## src/design/ipc_pkg.sv

```systemverilog
`timescale 1ns / 1ps

package ipc_pkg;

    // Default size of the register byte space
    localparam int REG_SPACE_DEF = 64;

    // Item kinds
    localparam logic [2:0] KIND_WRITE = 3'd0;
    localparam logic [2:0] KIND_READ  = 3'd1;
    localparam logic [2:0] KIND_TIMER = 3'd2;
    localparam logic [2:0] KIND_ACIA  = 3'd3;
    localparam logic [2:0] KIND_ACK   = 3'd4;

    // Control register offsets
    localparam logic [7:0] OFS_GPIP = 8'h01;
    localparam logic [7:0] OFS_IERA = 8'h07;
    localparam logic [7:0] OFS_IERB = 8'h09;
    localparam logic [7:0] OFS_IPRA = 8'h0B;
    localparam logic [7:0] OFS_IPRB = 8'h0D;
    localparam logic [7:0] OFS_ISRA = 8'h0F;
    localparam logic [7:0] OFS_ISRB = 8'h11;
    localparam logic [7:0] OFS_IMRA = 8'h13;
    localparam logic [7:0] OFS_IMRB = 8'h15;
    localparam logic [7:0] OFS_VR   = 8'h17;

    // Reset values of the control registers that are not zero
    localparam logic [7:0] GPIP_RST = 8'h10;
    localparam logic [7:0] VR_RST   = 8'h40;

    // Bit positions
    localparam int GPIP_ACIA_BIT = 4;
    localparam int TIMER_C_BIT   = 5;
    localparam int ACIA_BIT      = 6;
    localparam int VR_SEI_BIT    = 3;

    // Input item
    typedef struct packed {
        logic [2:0] kind;
        logic [7:0] reg_offset;
        logic [7:0] write_data;
        logic       acia_irq;
    } ipc_req_t;

    // Result item
    typedef struct packed {
        logic [7:0] read_data;
        logic       irq_pending;
        logic       vector_valid;
        logic [7:0] vector_number;
    } ipc_rsp_t;

    // Control bank outputs for the item in flight
    typedef struct packed {
        logic       hit;
        logic [7:0] rd_byte;
        logic       irq_pending;
        logic       vector_valid;
        logic [7:0] vector_number;
    } ipc_ctrl_res_t;

    // Offset belongs to the control register bank
    function automatic logic is_ctrl_ofs(input logic [7:0] ofs);
        return (ofs == OFS_GPIP) || (ofs == OFS_IERA) || (ofs == OFS_IERB) ||
               (ofs == OFS_IPRA) || (ofs == OFS_IPRB) || (ofs == OFS_ISRA) ||
               (ofs == OFS_ISRB) || (ofs == OFS_IMRA) || (ofs == OFS_IMRB) ||
               (ofs == OFS_VR);
    endfunction

    // Highest set bit of a byte: {found, index}
    function automatic logic [3:0] prio8(input logic [7:0] v);
        logic [3:0] r;
        r = 4'b0000;
        for (int i = 0; i < 8; i++) begin
            if (v[i]) begin
                r = {1'b1, 3'(i)};
            end
        end
        return r;
    endfunction

endpackage

```

## src/design/ipc_ram.sv

```systemverilog
`timescale 1ns / 1ps

module ipc_ram #(
    parameter int WIDTH = 8,
    parameter int DEPTH = 64
) (
    input  logic                     clk,
    input  logic                     wr_en,
    input  logic [$clog2(DEPTH)-1:0] wr_addr,
    input  logic [WIDTH-1:0]         wr_data,
    input  logic                     rd_en,
    input  logic [$clog2(DEPTH)-1:0] rd_addr,
    output logic [WIDTH-1:0]         rd_data
);

    logic [WIDTH-1:0] mem [DEPTH];
    logic [WIDTH-1:0] rd_data_reg;

    // Single write port, registered read port
    always_ff @(posedge clk)
    begin
        if (wr_en)
        begin
            mem[wr_addr] <= wr_data;
        end
        if (rd_en)
        begin
            rd_data_reg <= mem[rd_addr];
        end
    end

    assign rd_data = rd_data_reg;

endmodule

```

## src/design/ipc_ctrl_regs.sv

```systemverilog
`timescale 1ns / 1ps

module ipc_ctrl_regs (
    input  logic                  clk,
    input  logic                  rst_n,
    input  logic                  en,
    input  ipc_pkg::ipc_req_t     item,
    output ipc_pkg::ipc_ctrl_res_t res
);
    import ipc_pkg::*;

    logic [7:0] gpip_reg, iera_reg, ierb_reg, ipra_reg, iprb_reg;
    logic [7:0] isra_reg, isrb_reg, imra_reg, imrb_reg, vr_reg;
    logic [7:0] gpip_next, iera_next, ierb_next, ipra_next, iprb_next;
    logic [7:0] isra_next, isrb_next, imra_next, imrb_next, vr_next;

    logic [3:0] sel_a, sel_b;
    logic       sei;
    logic [7:0] ready_a_next, ready_b_next;
    logic [7:0] rd_byte;

    assign sei   = vr_reg[VR_SEI_BIT];
    assign sel_a = prio8(ipra_reg & iera_reg & imra_reg);
    assign sel_b = prio8(iprb_reg & ierb_reg & imrb_reg);

    // Next state of the control bank
    always_comb
    begin
        gpip_next = gpip_reg;
        iera_next = iera_reg;
        ierb_next = ierb_reg;
        ipra_next = ipra_reg;
        iprb_next = iprb_reg;
        isra_next = isra_reg;
        isrb_next = isrb_reg;
        imra_next = imra_reg;
        imrb_next = imrb_reg;
        vr_next   = vr_reg;
        case (item.kind)
            KIND_WRITE:
            begin
                case (item.reg_offset)
                    OFS_GPIP: gpip_next = item.write_data;
                    OFS_IERA: iera_next = item.write_data;
                    OFS_IERB: ierb_next = item.write_data;
                    OFS_IPRA: ipra_next = ipra_reg & item.write_data;
                    OFS_IPRB: iprb_next = iprb_reg & item.write_data;
                    OFS_ISRA: isra_next = isra_reg & item.write_data;
                    OFS_ISRB: isrb_next = isrb_reg & item.write_data;
                    OFS_IMRA: imra_next = item.write_data;
                    OFS_IMRB: imrb_next = item.write_data;
                    OFS_VR:   vr_next   = item.write_data;
                    default:  ;
                endcase
            end
            KIND_TIMER:
            begin
                if (ierb_reg[TIMER_C_BIT])
                begin
                    iprb_next[TIMER_C_BIT] = 1'b1;
                end
            end
            KIND_ACIA:
            begin
                // GPIP line is active low
                if (item.acia_irq)
                begin
                    gpip_next[GPIP_ACIA_BIT] = 1'b0;
                    if (!isrb_reg[ACIA_BIT] && ierb_reg[ACIA_BIT])
                    begin
                        iprb_next[ACIA_BIT] = 1'b1;
                    end
                end
                else
                begin
                    gpip_next[GPIP_ACIA_BIT] = 1'b1;
                    iprb_next[ACIA_BIT]      = 1'b0;
                end
            end
            KIND_ACK:
            begin
                // Bank A wins over bank B
                if (sel_a[3])
                begin
                    ipra_next[sel_a[2:0]] = 1'b0;
                    if (sei)
                    begin
                        isra_next[sel_a[2:0]] = 1'b1;
                    end
                end
                else if (sel_b[3])
                begin
                    iprb_next[sel_b[2:0]] = 1'b0;
                    if (sei)
                    begin
                        isrb_next[sel_b[2:0]] = 1'b1;
                    end
                end
            end
            default: ;
        endcase
    end

    // Read mux over the control bank
    always_comb
    begin
        case (item.reg_offset)
            OFS_GPIP: rd_byte = {gpip_reg[7:5], ~item.acia_irq, gpip_reg[3:0]};
            OFS_IERA: rd_byte = iera_reg;
            OFS_IERB: rd_byte = ierb_reg;
            OFS_IPRA: rd_byte = ipra_reg;
            OFS_IPRB: rd_byte = iprb_reg;
            OFS_ISRA: rd_byte = isra_reg;
            OFS_ISRB: rd_byte = isrb_reg;
            OFS_IMRA: rd_byte = imra_reg;
            OFS_IMRB: rd_byte = imrb_reg;
            OFS_VR:   rd_byte = vr_reg;
            default:  rd_byte = 8'h00;
        endcase
    end

    assign ready_a_next = ipra_next & iera_next & imra_next;
    assign ready_b_next = iprb_next & ierb_next & imrb_next;

    // Results for the item in flight
    always_comb
    begin
        res.hit          = is_ctrl_ofs(item.reg_offset);
        res.rd_byte      = rd_byte;
        res.irq_pending  = |(ready_a_next | ready_b_next);
        res.vector_valid = (item.kind == KIND_ACK) && (sel_a[3] || sel_b[3]);
        if (!res.vector_valid)
        begin
            res.vector_number = 8'h00;
        end
        else if (sel_a[3])
        begin
            res.vector_number = {vr_reg[7:4], 1'b1, sel_a[2:0]};
        end
        else
        begin
            res.vector_number = {vr_reg[7:4], 1'b0, sel_b[2:0]};
        end
    end

    // Control bank registers
    always_ff @(posedge clk or negedge rst_n)
    begin
        if (!rst_n)
        begin
            gpip_reg <= GPIP_RST;
            iera_reg <= 8'h00;
            ierb_reg <= 8'h00;
            ipra_reg <= 8'h00;
            iprb_reg <= 8'h00;
            isra_reg <= 8'h00;
            isrb_reg <= 8'h00;
            imra_reg <= 8'h00;
            imrb_reg <= 8'h00;
            vr_reg   <= VR_RST;
        end
        else if (en)
        begin
            gpip_reg <= gpip_next;
            iera_reg <= iera_next;
            ierb_reg <= ierb_next;
            ipra_reg <= ipra_next;
            iprb_reg <= iprb_next;
            isra_reg <= isra_next;
            isrb_reg <= isrb_next;
            imra_reg <= imra_next;
            imrb_reg <= imrb_next;
            vr_reg   <= vr_next;
        end
    end

endmodule

```

## src/design/interrupt_priority_controller_unit.sv

```systemverilog
`timescale 1ns / 1ps

// Channel   | Direction | Handshake            | Payload
// ----------+-----------+----------------------+-----------------------
// req       | in        | req_valid/req_stall  | ipc_req_t (access/event)
// rsp       | out       | rsp_valid/rsp_stall  | ipc_rsp_t (one per req)
//
// One transfer per cycle while req_stall is low; a result passes the request
// register (with RAM read), then the result register.
// Plain register bytes live in a RAM written and read at request time;
// the control registers are flops updated as the item leaves stage one.
// Reset clears the per-byte valid bits at once: no clearing pass.
// A stalled result holds stage one, and req_stall rises only while both
// stages are full.

module interrupt_priority_controller_unit #(
    parameter int REG_SPACE = ipc_pkg::REG_SPACE_DEF
) (
    input  logic              clk,
    input  logic              rst_n,
    input  logic              req_valid,
    output logic              req_stall,
    input  ipc_pkg::ipc_req_t req,
    output logic              rsp_valid,
    input  logic              rsp_stall,
    output ipc_pkg::ipc_rsp_t rsp
);
    import ipc_pkg::*;

    localparam int AW = $clog2(REG_SPACE);

    logic                 req_xfer;
    logic                 s1_adv;
    logic                 req_in_range;
    logic [AW-1:0]        req_addr;
    logic                 ram_wr_en;
    logic [7:0]           ram_rd_data;

    logic                 s1_valid_reg;
    ipc_req_t             s1_item_reg;
    logic                 s1_vld_reg;
    logic                 s1_in_range;
    logic [REG_SPACE-1:0] byte_vld_reg;

    ipc_ctrl_res_t        ctrl_res;
    ipc_rsp_t             rsp_next;
    ipc_rsp_t             rsp_reg;
    logic                 rsp_valid_reg;

    // Flow control
    assign s1_adv    = s1_valid_reg && (!rsp_valid_reg || !rsp_stall);
    assign req_stall = s1_valid_reg && !s1_adv;
    assign req_xfer  = req_valid && !req_stall;

    // Plain byte store: written and read on the request transfer
    assign req_in_range = ({1'b0, req.reg_offset} < 9'(REG_SPACE));
    assign req_addr     = req.reg_offset[AW-1:0];
    assign ram_wr_en    = req_xfer && (req.kind == KIND_WRITE) && req_in_range &&
                          !is_ctrl_ofs(req.reg_offset);

    ipc_ram #(
        .WIDTH (8),
        .DEPTH (REG_SPACE)
    ) u_ram (
        .clk     (clk),
        .wr_en   (ram_wr_en),
        .wr_addr (req_addr),
        .wr_data (req.write_data),
        .rd_en   (req_xfer),
        .rd_addr (req_addr),
        .rd_data (ram_rd_data)
    );

    // Per-byte valid bits: unwritten bytes read as zero
    always_ff @(posedge clk or negedge rst_n)
    begin
        if (!rst_n)
        begin
            byte_vld_reg <= '0;
        end
        else if (ram_wr_en)
        begin
            byte_vld_reg[req_addr] <= 1'b1;
        end
    end

    // Stage one control
    always_ff @(posedge clk or negedge rst_n)
    begin
        if (!rst_n)
        begin
            s1_valid_reg <= 1'b0;
        end
        else if (req_xfer)
        begin
            s1_valid_reg <= 1'b1;
        end
        else if (s1_adv)
        begin
            s1_valid_reg <= 1'b0;
        end
    end

    // Stage one payload
    always_ff @(posedge clk)
    begin
        if (req_xfer)
        begin
            s1_item_reg <= req;
            s1_vld_reg  <= req_in_range && byte_vld_reg[req_addr];
        end
    end

    assign s1_in_range = ({1'b0, s1_item_reg.reg_offset} < 9'(REG_SPACE));

    ipc_ctrl_regs u_ctrl (
        .clk   (clk),
        .rst_n (rst_n),
        .en    (s1_adv),
        .item  (s1_item_reg),
        .res   (ctrl_res)
    );

    // Result assembly
    always_comb
    begin
        rsp_next.read_data = 8'h00;
        if (s1_item_reg.kind == KIND_READ && s1_in_range)
        begin
            if (ctrl_res.hit)
            begin
                rsp_next.read_data = ctrl_res.rd_byte;
            end
            else if (s1_vld_reg)
            begin
                rsp_next.read_data = ram_rd_data;
            end
        end
        rsp_next.irq_pending   = ctrl_res.irq_pending;
        rsp_next.vector_valid  = ctrl_res.vector_valid;
        rsp_next.vector_number = ctrl_res.vector_number;
    end

    // Result register
    always_ff @(posedge clk or negedge rst_n)
    begin
        if (!rst_n)
        begin
            rsp_valid_reg <= 1'b0;
        end
        else if (s1_adv)
        begin
            rsp_valid_reg <= 1'b1;
        end
        else if (!rsp_stall)
        begin
            rsp_valid_reg <= 1'b0;
        end
    end

    always_ff @(posedge clk)
    begin
        if (s1_adv)
        begin
            rsp_reg <= rsp_next;
        end
    end

    assign rsp_valid = rsp_valid_reg;
    assign rsp       = rsp_reg;

endmodule

```

## config.mk

```make
export PLATFORM = sky130hd
export DESIGN_NAME = interrupt_priority_controller_unit
export DESIGN_NICKNAME = d
export VERILOG_FILES = /design/src/design/ipc_pkg.sv /design/src/design/ipc_ram.sv /design/src/design/ipc_ctrl_regs.sv /design/src/design/interrupt_priority_controller_unit.sv
export SDC_FILE = /design/constraint.sdc
export NUM_CORES = 1
export LEC_CHECK = 0
export ABC_CLOCK_PERIOD_IN_PS = 9280
export BUFFER_PORTS_ARGS = -buffer_cell sky130_fd_sc_hd__buf_2
export CORE_UTILIZATION = 65
export DETAILED_ROUTE_END_ITERATION = 10
export HOLD_SLACK_MARGIN = 0.03
export MAX_ROUTING_LAYER = met4
export PLACE_DENSITY = 0.91
export SKIP_CTS_REPAIR_TIMING = 1
export SLEW_MARGIN = 40
export SYNTH_ARGS = -nofsm -noshare
export SYNTH_HDL_FRONTEND = slang
export SYNTH_SLANG_ARGS = --single-unit
```

## constraint.sdc

```tcl
create_clock -name clk -period 9.28 [get_ports clk]
set_clock_uncertainty 0.05 [all_clocks]
set_input_delay 1.856 -clock clk [delete_from_list [all_inputs] [get_ports clk]]
set_output_delay 1.856 -clock clk [all_outputs]
set_load 0.02 [all_outputs]
```

==> results of run 1 <==
-- path summary, 6_finish.rpt --
check	endpoint	slack [ns]	cells after the start
min in group asynchronous	u_ctrl.isrb_reg[0]	1.05	1
hold / removal	byte_vld_reg[9]	0.33	0
max in group asynchronous	byte_vld_reg[8]	6.89	3
setup reg to reg	u_ram.mem[51][5]	5.67	7
hold reg to reg	byte_vld_reg[9]	0.33	0
setup / recovery	u_ram.mem[48][1]	4.62	6
-- cells by family (layout without fill, tap and decap cells) --
family	after synthesis	in the layout	share of synthesized area, %
AOI/OAI and AO/OA	529	529	14.73
xor gates and xnor gates	3	3	0.09575
buffers and inverters	123	206	1.751
DFF	704	704	74.39
muxes	45	45	1.842
other	1	83	0.01366
and+or+nand+nor	360	360	7.180
-- layer usage --
layer / track usage [%] / wire length [um]
met1: 49.42 / 26750
met2: 59.13 / 37800
met3: 8.759 / 10810
met4: 21.64 / 5480
met5: - / 0
-- worst max-delay path: stages --
cell and delay (ns):
buf_2 0.19, nor3_2 0.17, buf_4 0.23, buf_4 0.70, nand2_1 0.76, nor2_1 0.88
-- report_power, final --
group	internal [mW]	switching, mW	total (mW)
combinational	0.0633	0.206	0.270
clock	1.57	1.19	2.77
sequential	3.47	0.0376	3.50
total	5.10	1.44	6.54
-- synth_stat cells, types with 6 or more instances --
library cell / count
a21boi_0: 10
a21oi_1: 14
a221oi_1: 77
a22o_1: 70
a22oi_1: 184
a31oi_1: 69
a41oi_1: 8
and2_1: 15
and3_1: 14
buf_1: 12
buf_2: 6
clkbuf_1: 91
dfrtp_1: 144
edfxtp_1: 559
inv_1: 12
mux2_2: 44
nand2_1: 62
nand3_1: 35
nand4_1: 16
nor2_1: 81
nor3_1: 14
nor3b_1: 7
nor4_1: 16
o21a_1: 7
o21ai_0: 31
o22a_1: 13
o22ai_1: 6
or2_2: 57
or3_1: 7
-- final cells by class --
type	instances	area, um2
Antenna cell	3	7.507
Clock buffer	91	1923
Clock inverter	34	280.3
Fill cell	2269	10460
Inverter	12	45.04
Multi-Input combinational cell	1017	6954
Sequential cell	704	20420
Tap cell	532	665.6
Timing Repair Buffer	69	447.9
-- metrics by stage --
step | utilization [%] | setup WS [ns]
floorplan | - | 4.884
global placement | 68.96 | 4.308
detailed placement | 69.03 | 4.231
CTS | 74.38 | 4.825
global route | 74.60 | 4.593
finish | 74.61 | 4.624
==> metrics.txt, run 1 <==
outcome finished, violations left; failing checks design-rule violations; TritonCTS Buffers 68; Hold Slack 0.3264 ns; vias in the first global route 18,020; Placed Cells incl. Taps 2,333; Cell Pwr Density 212.7 mW/mm2; final instance area 0.03074 mm2; top post-synthesis cells by area edfxtp_1 (61%), dfrtp_1 (13%), a22oi_1 (5.0%); Die X 207.5 um; Placer Congestion 0.9821; placed cell area 0.02844 mm2; Finish-stage setup viols 0; clk_lat worst skew 0.61 ns; TNS Setup 0 ns; Yosys top cell by area edfxtp_1; IO Port Bufs 43; startpoint type of the worst setup path primary input; Detailed Place HPWL 46,950 um; Async SR Flop Fraction 20.60%; core area 0.04120 mm2; Yosys top cell area share 61.16%; TritonCTS clock tree done; Clock transition at path regs 0.07 ns; area grow syn2layout 12.00%; total wire length 80,840 um; IO Pins 44; Post-Layout Cell Count 2,462; Starting DRT DRC Count 3,563; min cycle time layout 4.656 ns; most common cell after layout, fill and taps aside edfxtp_1; Critical Path AT 4.84 ns; Max-Slew Margin vs Limit 37.77%; GRT Overall Usage 39.03%; Post-synth EDFFs 559; DR WL/cell 32.83 um; Hold Startpoint byte_vld_reg[9]; # clock sinks 704; layout cell share with drive strength beyond 1 16.50%; first-pass GRT wire length 118,700 um; RSZ-0062 raised after global routing false; number of unique standard cell types used by synthesis 71; Max-cap violations 0; post-synthesis cell count 1,765; Largest register FFs 512; fmax 214.8 MHz; final hold vios 0; CTS max path bufs 3; vias per cell 7.581; Most used DFF post-synth edfxtp_1; #FFs+latches synth 704; Power, Total 6.540 mW; most frequent cells in the layout edfxtp_1 (559), a22oi_1 (184), dfrtp_1 (144); first-pass iteration count of the detailed router 9; routed vias 18,670; CP required 9.46 ns; synth warn 0; largest net degree at the start of global routing 93; Nets 1,896; max-slew violations 0; Hold Path Class reg -> reg; Peak VDD IR 0.1969 mV; CP endpoint kind register; starting density of the core 66.61%; Seq/Total Area, Yosys 74.39%; CP max FO 61; Row Count 74; CP Class in -> reg; Avg Inst Size Synth 15.55 um2; Post-route DRC 2; post-route ant nets 0; Least-Margin Pin Slew 0.9313 ns; area of the die 0.04305 mm2; initial antenna violation count 2; fin crit share 50.17%; global route overflow 0; Leakage 10.95 nW; crit path from req[10]; Reg2Reg Launch Point rsp_valid; chip height 207.5 um; clk root buf clkbuf_16; Cell Area, Synth 0.02745 mm2; H-tree levels 3
No activity file was read; power rests on OpenSTA's default activity.
==> run 2, diff against run 1 <==
- ABC_CLOCK_PERIOD_IN_PS: 9280 -> 4470
- CORE_UTILIZATION: 65 -> 62
- PLACE_DENSITY: 0.91 -> 0.88
- clock period: 9.28 -> 4.47 ns (I/O delays scaled with it)
==> metrics.txt, run 2 (synthesis gave the netlist of run 1 again) <==
most frequent cells in the layout edfxtp_1 (559), a22oi_1 (184), dfrtp_1 (144); IO Port Bufs 43; Leakage 11.29 nW; layout cell share with drive strength beyond 1 18.74%; max-slew violations 0; Starting DRT DRC Count 3,638; clk_lat worst skew 0.62 ns; fin crit share 75.87%; Critical Path AT 3.66 ns; Pint 10.65 mW; CP Class in -> reg; CTS max path bufs 3; CP max stage cell nor4_2; post-route ant nets 0; most common cell after layout, fill and taps aside edfxtp_1; Row Count 76; outcome completed; H-tree levels 3; TritonCTS clock tree done; IO Pins 44; CP required 4.74 ns; chip height 212.4 um; Sw Ratio 22.08%; Placed Cells incl. Taps 2,445; Clock transition at path regs 0.06 ns; TNS Setup 0 ns; area grow syn2layout 14.06%; routed vias 18,960; sequential share of power 53.2%; Crit Reg-Reg Endpoint rsp[9]; Clock Power Share 42.6%; clk root buf clkbuf_16; Finish-stage setup viols 0; CP max FO 22; cells on worst reg2reg path 7; core area 0.04336 mm2; first-pass GRT wire length 121,200 um; Psw 3.017 mW; largest net degree at the start of global routing 104; total wire length 82,940 um; Largest register FFs 512; DR WL/cell 32.25 um; startpoint type of the worst setup path primary input; vias in the first global route 18,220; # clock sinks 704; worst path bufs/invs 1; Max-cap violations 0; first-pass iteration count of the detailed router 7; Reg2Reg Launch Point s1_item_reg[15]; area of the die 0.04511 mm2; Nets 1,955; Gate power share 4.2%; starting density of the core 63.29%; Max-Slew Margin vs Limit 37.96%; critical path's largest stage delay 0.81 ns; TritonCTS Buffers 68; R2R Setup Slk 1.10 ns; Least-Margin Pin Slew 0.9305 ns; Detailed Place HPWL 49,320 um; Cell Pwr Density 436.5 mW/mm2; Post-route DRC 0; critical path's top delay family simple AND/OR/NAND/NOR gates; CP endpoint kind register; Peak VDD IR 0.5820 mV; fmax 294.9 MHz; GRT Overall Usage 38.72%; CP Cell Sequence buf_2 > and3b_2 > a22o_1 > a221oi_1 > a31oi_1 > nor4_2 > nand3_1; Die X 212.4 um; global route overflow 0; initial antenna violation count 1; Hold Path Class in -> async; final hold vios 0; Placer Congestion 1.015; Post-Layout Cell Count 2,572; min cycle time layout 3.391 ns; vias per cell 7.373; RSZ-0062 raised after global routing false
==> run 2: cell count changes in the layout (fill, tap and decap cells not counted), sizes merged <==
cell / change
clkbuf: +2
clkinv: -7
diode: -1
bufinv: +1
buf: +59
clkinvlp: +3
==> run 2: metrics by stage <==
stage / hold slack [ns] / utilization (%) / power [mW] / area, um2 / setup slack, ns
5_1_grt: 0.1153 / 72.19 / 13.91 / 31300 / 1.027
2_1_floorplan: 0.3790 / - / 7.627 / 27740 / 1.036
6_report: 0.1032 / 72.20 / 13.66 / 31310 / 1.079
4_1_cts: 0.3338 / 72.11 / 13.64 / 31270 / 1.138
3_3_place_gp: 0.3150 / 66.87 / 7.910 / 29000 / 0.6589
3_5_place_dp: 0.3164 / 66.95 / 7.932 / 29030 / 0.8623
==> run 2: metal layers <==
layer / share of wire (%) / GRT usage (%) / up-vias
met5: 0 / - / -
met3: 13 / 9.468 / 376
met2: 46 / 58.06 / 1879
met4: 6.5 / 19.87 / 0
li1: - / - / 7413
met1: 34 / 49.52 / 9296
==> run 2: final cells by class <==
type                    count  area [um2]
fillers                  2455       12060
clock buffers              93        1907
well taps                 585       732.0
repair buffers            128       978.4
flip-flops and latches    704       20420
inverters                  12       45.04
multi-input cells        1017        6892
clock inverters            31       330.3
diodes                      2       5.005
==> run 2: power groups by stage <==
stage | sequential, mW | combinational [mW] | clock (mW)
detailed placement | 7.40 | 0.532 | 0
global placement | 7.40 | 0.512 | 0
global route | 7.27 | 0.591 | 6.04
finish | 7.27 | 0.572 | 5.82
CTS | 7.27 | 0.543 | 5.83
floorplan | 7.37 | 0.253 | 0
==> run 2: how the worst max path moves through the flow <==
stage                          startpoint               end  slack, ns  cells past startpoint
final                              req[9]  u_ram.rd_data[7]       1.08                      7
after global routing      s1_item_reg[15]            rsp[9]       1.03                      7
after CTS                 s1_item_reg[15]            rsp[9]       1.14                      7
after detailed placement           req[9]  u_ram.rd_data[1]       0.86                      7
after global placement            req[11]  u_ram.rd_data[7]       0.66                      7
after floorplan                 rsp_stall  u_ram.mem[43][0]       1.04                      7
